==> config.mk <==
export PLATFORM = sky130hd
export DESIGN_NAME = id3v2_frame_walker_core
export DESIGN_NICKNAME = d
export VERILOG_FILES = /design/src/design/id3fw_pkg.sv /design/src/design/id3fw_step.sv /design/src/design/id3v2_frame_walker_core.sv
export SDC_FILE = /design/constraint.sdc
export NUM_CORES = 1
export LEC_CHECK = 0
export ABC_AREA = 0
export BUFFER_PORTS_ARGS = -buffer_cell sky130_fd_sc_hd__clkbuf_2
export CAP_MARGIN = 20
export CORE_ASPECT_RATIO = 0.5
export CORE_MARGIN = 2
export CORE_UTILIZATION = 58
export DETAILED_ROUTE_END_ITERATION = 8
export PLACE_DENSITY = 0.89
export REMOVE_ABC_BUFFERS = 1
export SLEW_MARGIN = 5
export SYNTH_ARGS = -nofsm -noshare
export SYNTH_HDL_FRONTEND = slang
export SYNTH_HIERARCHICAL = 1
export SYNTH_SLANG_ARGS = --single-unit
==> constraint.sdc <==
create_clock -name clk_i -period 42.4 [get_ports clk_i]
set_clock_uncertainty 0.1 [all_clocks]
set_input_delay 10.6 -clock clk_i [delete_from_list [all_inputs] [get_ports clk_i]]
set_output_delay 10.6 -clock clk_i [all_outputs]
set_load 0.005 [all_outputs]
==> src/design/id3fw_pkg.sv <==
// Shared types, codes and constants of the ID3v2 frame walker.
package id3fw_pkg;

  localparam logic [7:0] MAGIC_0 = 8'h49;  // 'I'
  localparam logic [7:0] MAGIC_1 = 8'h44;  // 'D'
  localparam logic [7:0] MAGIC_2 = 8'h33;  // '3'

  localparam logic [3:0] TAG_HDR_LAST   = 4'd9;  // last byte of the 10-byte tag header
  localparam logic [3:0] MAGIC_LEN      = 4'd3;
  localparam logic [3:0] IDX_VERSION    = 4'd3;
  localparam logic [3:0] IDX_TAG_FLAGS  = 4'd5;
  localparam logic [3:0] IDX_SIZE_FIRST = 4'd6;
  localparam logic [7:0] MAX_VERSION    = 8'd4;
  localparam logic [7:0] SMALL_VERSION  = 8'd2;
  localparam logic [7:0] SYNCSAFE_VER   = 8'd4;

  // frame header layout, v2.2 and below vs v2.3/v2.4
  localparam logic [3:0] SMALL_ID_LEN   = 4'd3;
  localparam logic [3:0] LARGE_ID_LEN   = 4'd4;
  localparam logic [3:0] SMALL_SIZE_END = 4'd6;
  localparam logic [3:0] LARGE_SIZE_END = 4'd8;
  localparam logic [3:0] SMALL_HDR_LAST = 4'd5;  // 6-byte frame header
  localparam logic [3:0] LARGE_HDR_LAST = 4'd9;  // 10-byte frame header

  typedef enum logic [4:0] {
    PH_HEADER  = 5'b00001,
    PH_FRAMEHDR = 5'b00010,
    PH_CONTENT = 5'b00100,
    PH_DRAIN   = 5'b01000,
    PH_IDLE    = 5'b10000
  } phase_e;

  typedef enum logic [2:0] {
    KIND_FRAME       = 3'd0,
    KIND_COMPLETE    = 3'd1,
    KIND_NOTAG       = 3'd2,
    KIND_TRUNCATED   = 3'd3,
    KIND_UNSUPPORTED = 3'd4
  } kind_e;

  typedef struct packed {
    phase_e      phase;
    logic [3:0]  field_count;
    logic [7:0]  version;
    logic [7:0]  hdr_flags;
    logic [27:0] tag_size;
    logic [27:0] remaining;
    logic [31:0] id_accum;
    logic [31:0] len_accum;
    logic [15:0] flags_accum;
    logic [27:0] skip_count;
    logic [28:0] offset;
  } state_t;

  typedef struct packed {
    kind_e       kind;
    logic [31:0] frame_id;
    logic [28:0] data_offset;
    logic [27:0] frame_size;
    logic [15:0] frame_flags;
    logic [7:0]  major_version;
    logic [7:0]  tag_flags;
    logic [27:0] tag_size;
  } result_t;

  localparam state_t STATE_RESET = '{
    phase:       PH_HEADER,
    field_count: 4'd0,
    version:     8'd0,
    hdr_flags:   8'd0,
    tag_size:    28'd0,
    remaining:   28'd0,
    id_accum:    32'd0,
    len_accum:   32'd0,
    flags_accum: 16'd0,
    skip_count:  28'd0,
    offset:      29'd0
  };

  function automatic logic [7:0] magic_byte(input logic [1:0] pos);
    logic [7:0] val;
    unique case (pos)
      2'd0:    val = MAGIC_0;
      2'd1:    val = MAGIC_1;
      default: val = MAGIC_2;
    endcase
    return val;
  endfunction

endpackage

==> src/design/id3fw_step.sv <==
// Per-byte next-state and result logic of the ID3v2 frame walker.
module id3fw_step (
  input  id3fw_pkg::state_t  state_i,
  input  logic [7:0]         data_byte_i,
  input  logic               end_of_file_i,
  output id3fw_pkg::state_t  state_o,
  output logic               res_valid_o,
  output id3fw_pkg::result_t res_o
);
  import id3fw_pkg::*;

  state_t      n;
  logic        hit;
  kind_e       kind;
  logic [31:0] f_id;
  logic [28:0] f_off;
  logic [27:0] f_size;
  logic [15:0] f_flags;
  logic [27:0] rem_dec;
  logic [27:0] skip_dec;
  logic [3:0]  idx;
  logic        short_fmt;
  logic [3:0]  id_len;
  logic [3:0]  size_end;
  logic [3:0]  hdr_last;
  logic [27:0] sync_acc;
  logic [31:0] plain_acc;
  logic        live;

  assign idx       = state_i.field_count;
  assign short_fmt = (state_i.version <= SMALL_VERSION);
  assign id_len    = short_fmt ? SMALL_ID_LEN : LARGE_ID_LEN;
  assign size_end  = short_fmt ? SMALL_SIZE_END : LARGE_SIZE_END;
  assign hdr_last  = short_fmt ? SMALL_HDR_LAST : LARGE_HDR_LAST;
  assign rem_dec   = (state_i.remaining != 28'd0) ? state_i.remaining - 28'd1
                                                  : state_i.remaining;
  assign skip_dec  = (state_i.skip_count != 28'd0) ? state_i.skip_count - 28'd1
                                                   : state_i.skip_count;
  assign sync_acc  = {state_i.len_accum[20:0], data_byte_i[6:0]};
  assign plain_acc = {state_i.len_accum[23:0], data_byte_i};

  always_comb begin
    n       = state_i;
    hit     = 1'b0;
    kind    = KIND_FRAME;
    f_id    = '0;
    f_off   = '0;
    f_size  = '0;
    f_flags = '0;

    unique case (state_i.phase)
      PH_HEADER: begin
        if (idx < MAGIC_LEN) begin
          if (data_byte_i != magic_byte(idx[1:0])) begin
            hit     = 1'b1;
            kind    = KIND_NOTAG;
            n.phase = PH_IDLE;
          end
        end else if (idx == IDX_VERSION) begin
          n.version = data_byte_i;
        end else if (idx == IDX_TAG_FLAGS) begin
          n.hdr_flags = data_byte_i;
        end else if (idx >= IDX_SIZE_FIRST) begin
          n.len_accum = {4'd0, sync_acc};
        end
        if (n.phase == PH_HEADER) begin
          if (idx >= TAG_HDR_LAST) begin
            n.tag_size  = n.len_accum[27:0];
            n.len_accum = '0;
            if (n.version > MAX_VERSION) begin
              hit     = 1'b1;
              kind    = KIND_UNSUPPORTED;
              n.phase = PH_IDLE;
            end else begin
              n.remaining = n.tag_size;
              if (n.tag_size == 28'd0) begin
                hit     = 1'b1;
                kind    = KIND_COMPLETE;
                n.phase = PH_IDLE;
              end else begin
                n.phase       = PH_FRAMEHDR;
                n.field_count = '0;
                n.id_accum    = '0;
                n.flags_accum = '0;
              end
            end
          end else begin
            n.field_count = idx + 4'd1;
          end
        end
      end

      PH_FRAMEHDR: begin
        n.remaining = rem_dec;
        if (idx == 4'd0 && data_byte_i == 8'd0) begin
          // padding: walk ends here
          if (rem_dec == 28'd0) begin
            hit     = 1'b1;
            kind    = KIND_COMPLETE;
            n.phase = PH_IDLE;
          end else begin
            n.phase = PH_DRAIN;
          end
        end else begin
          if (idx < id_len) begin
            n.id_accum = {state_i.id_accum[23:0], data_byte_i};
          end else if (idx < size_end) begin
            n.len_accum = (state_i.version == SYNCSAFE_VER) ? {4'd0, sync_acc} : plain_acc;
          end else begin
            n.flags_accum = {state_i.flags_accum[7:0], data_byte_i};
          end
          if (idx >= hdr_last) begin
            if (n.len_accum != 32'd0 && n.len_accum <= {4'd0, rem_dec}) begin
              hit          = 1'b1;
              kind         = KIND_FRAME;
              f_id         = n.id_accum;
              f_off        = state_i.offset + 29'd1;
              f_size       = n.len_accum[27:0];
              f_flags      = n.flags_accum;
              n.skip_count = n.len_accum[27:0];
              n.phase      = PH_CONTENT;
            end else if (rem_dec == 28'd0) begin
              hit     = 1'b1;
              kind    = KIND_COMPLETE;
              n.phase = PH_IDLE;
            end else begin
              n.phase = PH_DRAIN;
            end
          end else if (rem_dec == 28'd0) begin
            // frame header runs past the tag end
            hit     = 1'b1;
            kind    = KIND_COMPLETE;
            n.phase = PH_IDLE;
          end else begin
            n.field_count = idx + 4'd1;
          end
        end
      end

      PH_CONTENT: begin
        n.remaining  = rem_dec;
        n.skip_count = skip_dec;
        if (skip_dec == 28'd0) begin
          if (rem_dec == 28'd0) begin
            hit     = 1'b1;
            kind    = KIND_COMPLETE;
            n.phase = PH_IDLE;
          end else begin
            n.phase       = PH_FRAMEHDR;
            n.field_count = '0;
            n.id_accum    = '0;
            n.len_accum   = '0;
            n.flags_accum = '0;
          end
        end
      end

      PH_DRAIN: begin
        n.remaining = rem_dec;
        if (rem_dec == 28'd0) begin
          hit     = 1'b1;
          kind    = KIND_COMPLETE;
          n.phase = PH_IDLE;
        end
      end

      default: begin
        // idle, or a phase code that is not one-hot
      end
    endcase

    live = (n.phase == PH_HEADER) || (n.phase == PH_FRAMEHDR) ||
           (n.phase == PH_CONTENT) || (n.phase == PH_DRAIN);
    if (end_of_file_i && live) begin
      hit     = 1'b1;
      kind    = KIND_TRUNCATED;
      f_id    = '0;
      f_off   = '0;
      f_size  = '0;
      f_flags = '0;
    end

    res_valid_o         = hit;
    res_o.kind          = kind;
    res_o.frame_id      = f_id;
    res_o.data_offset   = f_off;
    res_o.frame_size    = f_size;
    res_o.frame_flags   = f_flags;
    res_o.major_version = n.version;
    res_o.tag_flags     = n.hdr_flags;
    res_o.tag_size      = n.tag_size;

    if (end_of_file_i) begin
      state_o = STATE_RESET;
    end else begin
      state_o = n;
      if (state_i.offset != '1) begin
        state_o.offset = state_i.offset + 29'd1;
      end
    end
  end

endmodule

==> src/design/id3v2_frame_walker_core.sv <==
// Top level of the ID3v2 frame walker: input register, step logic, result register.
//
// Usage:
// - Input channel: one file byte per beat (data_byte_i, end_of_file_i), starting at
//   file offset zero; end_of_file_i marks the last byte, and the next beat starts
//   a new file. A beat is taken on a clock edge with in_valid_i high and
//   in_stall_o low.
// - Output channel: at most one result beat per input byte: a frame descriptor
//   (kind 0) or a file status (tag complete, no tag, truncated, unsupported
//   version). A beat moves when out_valid_o is high and out_stall_i is low.
// - Path: a taken byte is loaded into the input register, then goes through the step
//   logic into the result register, which drives the outputs.
// - Throughput: one byte per cycle while out_stall_i holds no result; the per-byte work
//   is a short compare, shift and decrement between the input and result registers.
// - Stall: a held result freezes the processing stage; the input register then
//   fills and in_stall_o rises, so nothing is dropped. A result beat holds steady
//   while stalled.
// - Reset (rst_ni low, async): parser state returns to the tag-header phase at
//   offset zero and both pipeline registers empty.
module id3v2_frame_walker_core (
  input  logic        clk_i,
  input  logic        rst_ni,
  input  logic        in_valid_i,
  output logic        in_stall_o,
  input  logic [7:0]  data_byte_i,
  input  logic        end_of_file_i,
  output logic        out_valid_o,
  input  logic        out_stall_i,
  output logic [2:0]  kind_o,
  output logic [31:0] frame_id_o,
  output logic [28:0] data_offset_o,
  output logic [27:0] frame_size_o,
  output logic [15:0] frame_flags_o,
  output logic [7:0]  major_version_o,
  output logic [7:0]  tag_flags_o,
  output logic [27:0] tag_size_o
);
  import id3fw_pkg::*;

  // input register
  logic       in_valid_q;
  logic [7:0] byte_q;
  logic       eof_q;

  // parser state and result register
  state_t  state_q;
  state_t  state_d;
  logic    out_valid_q;
  result_t res_q;
  result_t res_d;
  logic    res_hit;

  logic stage_stall;  // result register full and not drained
  logic fire;         // buffered byte goes through the step logic

  assign stage_stall = out_valid_q && out_stall_i;
  assign in_stall_o  = in_valid_q && stage_stall;
  assign fire        = in_valid_q && !stage_stall;

  id3fw_step u_step (
    .state_i       (state_q),
    .data_byte_i   (byte_q),
    .end_of_file_i (eof_q),
    .state_o       (state_d),
    .res_valid_o   (res_hit),
    .res_o         (res_d)
  );

  always_ff @(posedge clk_i or negedge rst_ni) begin
    if (!rst_ni) begin
      in_valid_q  <= 1'b0;
      out_valid_q <= 1'b0;
      state_q     <= STATE_RESET;
    end else begin
      if (!in_stall_o) begin
        in_valid_q <= in_valid_i;
      end
      if (!stage_stall) begin
        out_valid_q <= fire && res_hit;
      end
      if (fire) begin
        state_q <= state_d;
      end
    end
  end

  // payload registers, no reset
  always_ff @(posedge clk_i) begin
    if (in_valid_i && !in_stall_o) begin
      byte_q <= data_byte_i;
      eof_q  <= end_of_file_i;
    end
    if (fire && res_hit) begin
      res_q <= res_d;
    end
  end

  assign out_valid_o     = out_valid_q;
  assign kind_o          = res_q.kind;
  assign frame_id_o      = res_q.frame_id;
  assign data_offset_o   = res_q.data_offset;
  assign frame_size_o    = res_q.frame_size;
  assign frame_flags_o   = res_q.frame_flags;
  assign major_version_o = res_q.major_version;
  assign tag_flags_o     = res_q.tag_flags;
  assign tag_size_o      = res_q.tag_size;

endmodule
==> impl_results.md, run 1 <==
* Clock Sinks at roughly 380
* Max frequency at ~0.046 GHz
* Layout cell share with drive strength beyond 1 at 25.0%
* CTS buffer count at 36
* Die Height at about 140 um
* Place WS at a little over 20 ns
* Antenna violations before repair at 0
* Bufs and invs on worst path at 3
* Syn-to-layout area delta at 9.63%
* Worst-Skew Late Latency at about 0.56 ns
* DRC errors left at 0
* Cells taking the most area after synthesis: dfrtp_1 24%, edfxtp_1 21%, mux2_2 7.6%
* Worst hold path type: flop to flop
* Initial DRC Count at about 2500
* Fillers at roughly 2900
* Final worst setup slack at about 21 ns
* First-pass GRT wire length at roughly 98 mm
* Post-synthesis cell count at between 2000 and 2500
* Post-route ant nets at 0
* Yosys cell types at 90
* HP Start: state_q[178]
* CP Capture Type: output pin
* M1 GR Usage at roughly two fifths
* Slew Limit Fails at 0
* Post-DP HPWL at 40.5 mm
* Setup bufs post-CTS at 0
* Slew margin rel. at a little under a quarter
* Most frequent CP cell: clkbuf_2
* Worst-path clk slew at about 0.060 ns
* TritonCTS clock tree: yes
* Die ar. at ~0.041 mm^2
* Reg-to-reg endpoint: tag_size_o[7]
* Hold Path Sink: state_q[178]
* Clk root buf: clkbuf_16
* Leak at around 11 nW
* Pwr dens at 40.5 mW/mm^2
* Vias in the first global route at around 18000
* Mapped Avg Cell Area at between 10 and 15 um^2
* Worst path slowest cell: clkbuf_2
* Status: completed
* Max_cap viols at 0
* Routing usage on met2 at about 48%
* Gr ovfl total at 0
* Most common flop cell mapped by yosys: dfrtp_1
* CP cell instances: clkbuf_2 > nand3_1 > inv_1 > clkbuf_2
* Average via count per standard cell at about 6.6
* Mapped Area at ~0.023 mm^2
* Worst r2r path cells at 24
* Top cells by count, synth: 249 x nor2_1, 219 x dfrtp_1, 192 x nand2_1
* FF-to-FF Start: state_q[207]
* Wirelength per Cell at ~22 um
* CTS resizes at 0
* Yosys top cell area share at about a quarter
* Hold depth at 1
* Worst endpoint required time at roughly 32 ns
* Initial Util at approximately three fifths
* IO buf count at about 170
* CTS max path bufs at 3
* Fin Setup TNS at 0 ns
* Die Wd at around 290 um
* Ys Warns at 6
* Worst Path Class, Setup: input port to output pin
* Fin. Hold Viols at 0
* Asr flop ratio synth at 57.7%
* Period utilization at approximately half
* CP startpoint kind: input port
* R2r setup slk at 32.79 ns
* Largest net degree at the start of global routing at 150
* Worst-margin pin slew at 1.16 ns
* Routed vias at 18700
* RePlAce Congestion at about 0.96
* FF+latch count, synth at about 380
* H-Tree Depth at 2
* Ports at between 150 and 200
* Max FO, Critical Path at 4
* Top-count cell post-synth: nor2_1
* Crit path DAT at 11.07 ns
* Slowest stage delay, CP at 0.16 ns
* Seq/Total Area, Yosys at 45.1%
* Core ar. at around 0.039 mm^2
* Total GRT Usage at between 20% and 30%
* Number of flops mapped to enable cells by yosys at between 150 and 200
* Final setup viols at 0
* GRT Max-Usage Layer: met2
* GRT met3 Usage at around 5.4%
* DRT Pass-1 Iters at 8
* Post-Route WL at between 60 and 70 mm
* VDD IR max at between 0.03 and 0.04 mV
* CP delay by family, top: buffers and inverters
* Area leader, netlist: dfrtp_1
* RSZ-0062 raised after global routing: false
* Fin crit period at about 22 ns
* Antenna Cells at 0
* Net count of the finished layout at between 2000 and 2500
* Row count at just over 50
* Cts hold-fix bufs at 0
==> worst max-delay path by stage <==
| stage | end | from | depth (start not counted) | slack (ns) |
|---|---|---|---|---|
| final | in_stall_o | out_stall_i | 4 | 20.63 |
| after global routing | in_stall_o | out_stall_i | 4 | 20.57 |
| after CTS | in_stall_o | out_stall_i | 4 | 20.64 |
| after detailed placement | in_stall_o | out_stall_i | 4 | 20.64 |
| after global placement | in_stall_o | out_stall_i | 4 | 20.64 |
| after floorplan | in_stall_o | out_stall_i | 2 | 20.95 |
==> report_power, final <==
group,internal [mW],leakage [nW],switching [mW]
Clock,0.188,0.595,0.149
Sequential,0.445,4.62,0.0214
Combinational,0.0646,5.87,0.148
Total,0.698,11.1,0.318
==> flip-flops by register name (all words and copies together), names as in the netlist, 16 cells and up <==
signal and cells:
frame_flags_o 16, frame_size_o 28, tag_size_o 28, state_q 218, frame_id_o 32, data_offset_o 29
==> placed cells by master, fill, tap and decap left out, types with 25 or more instances in the layout <==
cell type	Yosys	final
ha_1	41	41
nor3_1	91	88
mux2_4	100	100
dfrtp_1	219	219
clkbuf_16	0	37
a21oi_1	99	98
xor2_1	40	40
o21ai_0	74	74
nor2_1	249	248
edfxtp_1	161	161
nand2_1	192	190
mux2_2	155	155
a31oi_1	43	42
clkbuf_2	0	165
nand3_1	39	39
nor2b_1	52	52
nor4_1	31	30
nor3_2	22	25
mux2i_1	60	60
a22o_1	52	52
==> through the flow <==
stage	instances	hold WS, ns	utilization (%)	instance area, um^2	total power [mW]
finish	2816	0.409	64.5	25100	1.02
global route	2816	0.418	64.5	25100	1.05
CTS	2814	0.410	64.5	25100	1.02
floorplan	2027	0.377	-	22100	0.620
detailed placement	2748	0.395	61.4	23900	0.682
global placement	2746	0.386	61.3	23900	0.675
==> per-layer routing <==
metal,up-vias,part of all wire (%)
met5,-,0
met4,0,4.2
met3,221,9.6
met2,1102,46
met1,9102,40
li1,8234,-
==> cells by family (layout without fill, tap and decap cells) <==
logic type | count (synthesis) | after routing | synth area share (%)
AND/OR/NAND/NOR | 811 | 811 | 17.8
AO/OA/AOI/OAI | 397 | 397 | 11.9
flip-flops | 381 | 381 | 45.1
multiplexers | 315 | 315 | 16.8
buffers and inverters | 181 | 281 | 3.91
XOR/XNOR | 60 | 60 | 2.29
adder cells (fa/ha/maj) | 41 | 41 | 2.24
==> area by class of cell <==
type                            count  area, um^2  share of cell area, %
Timing Repair Buffer              193        1070                   4.27
Inverter                           22        82.6                  0.329
Tap cell                          530         663                   2.64
Clock inverter                     19         208                  0.827
Sequential cell                   381       10300                   41.2
Clock buffer                       47        1000                   4.00
Multi-Input combinational cell   1624       11700                   46.8
Note: power is estimated with default switching activity, not from simulation.
==> run 2, diff against run 1 <==
==> constraint.sdc (replaced) <==
create_clock -name clk_i -period 20.6 [get_ports clk_i]
set_clock_uncertainty 0.1 [all_clocks]
set_input_delay 5.15 -clock clk_i [delete_from_list [all_inputs] [get_ports clk_i]]
set_output_delay 5.15 -clock clk_i [all_outputs]
set_load 0.005 [all_outputs]
==> run 2 against run 1 <==
Register-to-register slack got worse by 21 ns. Sequential share of layout area shrank 0.055 points. Cell area grew 0.13%. Utilization rose by 0.087 points. Worst setup slack got worse by 11 ns.
==> impl_results.md, run 2 (same netlist as run 1, synthesis figures left out) <==
* H-Tree Depth at 2 (unchanged)
* Worst-Skew Late Latency at 0.55 ns (was 0.56 ns)
* Slew Limit Fails at 0 (unchanged)
* DP Area at 0.0239 mm^2 (about the same)
* Fin. Hold Viols at 0 (unchanged)
* Slew margin rel. at 20.8% (was 22.7%)
* Initial Util at 58.9% (unchanged)
* Max reg flops at 218 (unchanged)
* Clock power share at 33.3% (was 33.2%)
* CP startpoint kind: input port (unchanged)
* RSZ-0062 raised after global routing: false (unchanged)
* Fillers at 2855 (was 2859)
* Switching Share at 31.5% (was 31.3%)
* Initial DRC Count at 2642 (was 2496)
* Cts hold-fix bufs at 0 (unchanged)
* Die Wd at 285 um (unchanged)
* Worst hold path type: flop to flop (unchanged)
* Syn-to-layout area delta at 9.78% (was 9.63%)
* Leak at 11.1 nW (about the same)
* RePlAce Congestion at 0.976 (was 0.957)
* Hold slack final at 0.407 ns (was 0.409 ns)
* Layout cell share with drive strength beyond 1 at 25.2% (was 25.0%)
* Comb power frac at 20.9% (about the same)
* Sw power at 662 uW (was 318 uW)
* Top reg by flops: state_q (unchanged)
* Routed vias at 18800 (was 18700)
* Antenna Cells at 0 (unchanged)
* Internal power at 1.44 mW (was 698 uW)
* DRC errors left at 0 (unchanged)
* Die ar. at 0.0412 mm^2 (unchanged)
* Antenna violations before repair at 1 (was 0)
* Wirelength per Cell at 22.8 um (was 22.3 um)
* Ports at 167 (unchanged)
* Net count of the finished layout at 2315 (was 2312)
* Setup bufs post-CTS at 0 (unchanged)
* Commonest non-fill, non-tap cell in the layout: nor2_1 (unchanged)
* Post-DP HPWL at 41.0 mm (was 40.5 mm)
* Final Core Density at 64.6% (was 64.5%)
* Post-route ant nets at 0 (unchanged)
* VDD IR max at 0.0598 mV (was 0.0378 mV)
* Core ar. at 0.0389 mm^2 (unchanged)
* Worst-margin pin slew at 1.19 ns (was 1.16 ns)
* Worst endpoint required time at 15.35 ns (was 31.70 ns)
* CTS buffer count at 37 (was 36)
* CP Capture Type: output pin (unchanged)
* Place WS at 9.72 ns (was 20.64 ns)
* Die Height at 145 um (unchanged)
* DRT Pass-1 Iters at 8 (unchanged)
* Vias in the first global route at 18000 (was 17700)
* IO buf count at 166 (unchanged)
* Max frequency at 0.0919 GHz
* Pwr dens at 83.7 mW/mm^2 (was 40.5 mW/mm^2)
* First-pass GRT wire length at 99.7 mm (was 98.2 mm)
* CTS resizes at 0 (unchanged)
* Max FO, Critical Path at 4 (unchanged)
* Row count at 51 (unchanged)
* Worst Path Class, Setup: input port to output pin (unchanged)
* Post-Route WL at 64.3 mm (was 62.9 mm)
* Max_cap viols at 0 (unchanged)
* Final setup viols at 0 (unchanged)
* Total GRT Usage at 30.4% (was 29.8%)
* Average via count per standard cell at 6.68 (was 6.63)
* Fin Setup TNS at 0 ns (unchanged)
* Worst-path clk slew at 0.06 ns (about the same)
* Status: completed (unchanged)
* Period utilization at between 50% and 60%
* Crit path DAT at 5.63 ns (was 11.07 ns)
* Final Cell Area at 0.0251 mm^2 (about the same)
* CTS max path bufs at 3 (unchanged)
* Sequential share of power at 45.7% (was 45.9%)
* Clock Sinks at 381 (unchanged)
* TritonCTS clock tree: yes (unchanged)
* Gr ovfl total at 0 (unchanged)
* Fin crit period at between 10 and 15 ns
* Clk root buf: clkbuf_16 (unchanged)
* Most frequent cells in the layout: 248 x nor2_1, 219 x dfrtp_1, 190 x nand2_1 (unchanged)
* Final worst setup slack at 9.72 ns (was 20.63 ns)
* Largest net degree at the start of global routing at 88 (was 150)
run 2: cell count changes in the layout (fill, tap and decap cells not counted), sizes merged:
cell    change
clkinv      +1
inv         -1
clkbuf      +1
buf         +2
run 2: layer usage:
layer	vias to the layer above	global-route usage (%)	share of wire, %
li1	8235	-	-
met1	9104	40.9	39
met2	1205	48.1	46
met3	278	5.74	10
met4	0	14.5	4.8
met5	-	0	0
run 2: cell type report:
class                           count  area (um^2)  share of cell area (%)
Clock buffer                       48         1020                    4.05
Clock inverter                     19          193                   0.766
Timing Repair Buffer              195         1110                    4.40
Inverter                           22         82.6                   0.328
Tap cell                          530          663                    2.64
Sequential cell                   381        10300                    41.1
Multi-Input combinational cell   1624        11700                    46.7
run 2: per-stage QoR:
stage	instances	total power, mW
after floorplan	2027	1.28
after CTS	2816	2.10
after global placement	2748	1.39
after detailed placement	2749	1.40
final	2819	2.10
after global routing	2819	2.17
run 2: critical path, cell delays in order:
cell	delay, ns
clkbuf_2	0.16
nand3_1	0.14
inv_1	0.08
clkbuf_2	0.10
run 2: power by group through the flow:
stage          clock network (mW)  logic (mW)  registers (mW)
6_report                    0.702       0.440           0.962
5_1_grt                     0.735       0.467           0.970
4_1_cts                     0.706       0.429           0.964
3_5_place_dp                    0       0.426           0.978
3_3_place_gp                    0       0.413           0.976
2_1_floorplan                   0       0.262            1.01
run 2: worst paths after layout:
path / slack [ns] / startpoint / depth (start not counted) / endpoint
worst max-delay path: 9.72 / out_stall_i / 4 / in_stall_o
worst min-delay path: 0.41 / state_q[192] / 1 / state_q[192]
min in group asynchronous: 4.49 / rst_ni / 1 / state_q[49]
worst max register to register: 11.61 / state_q[207] / 28 / tag_size_o[27]
worst min register to register: 0.41 / state_q[192] / 1 / state_q[192]
max in group asynchronous: 14.53 / rst_ni / 2 / state_q[79]
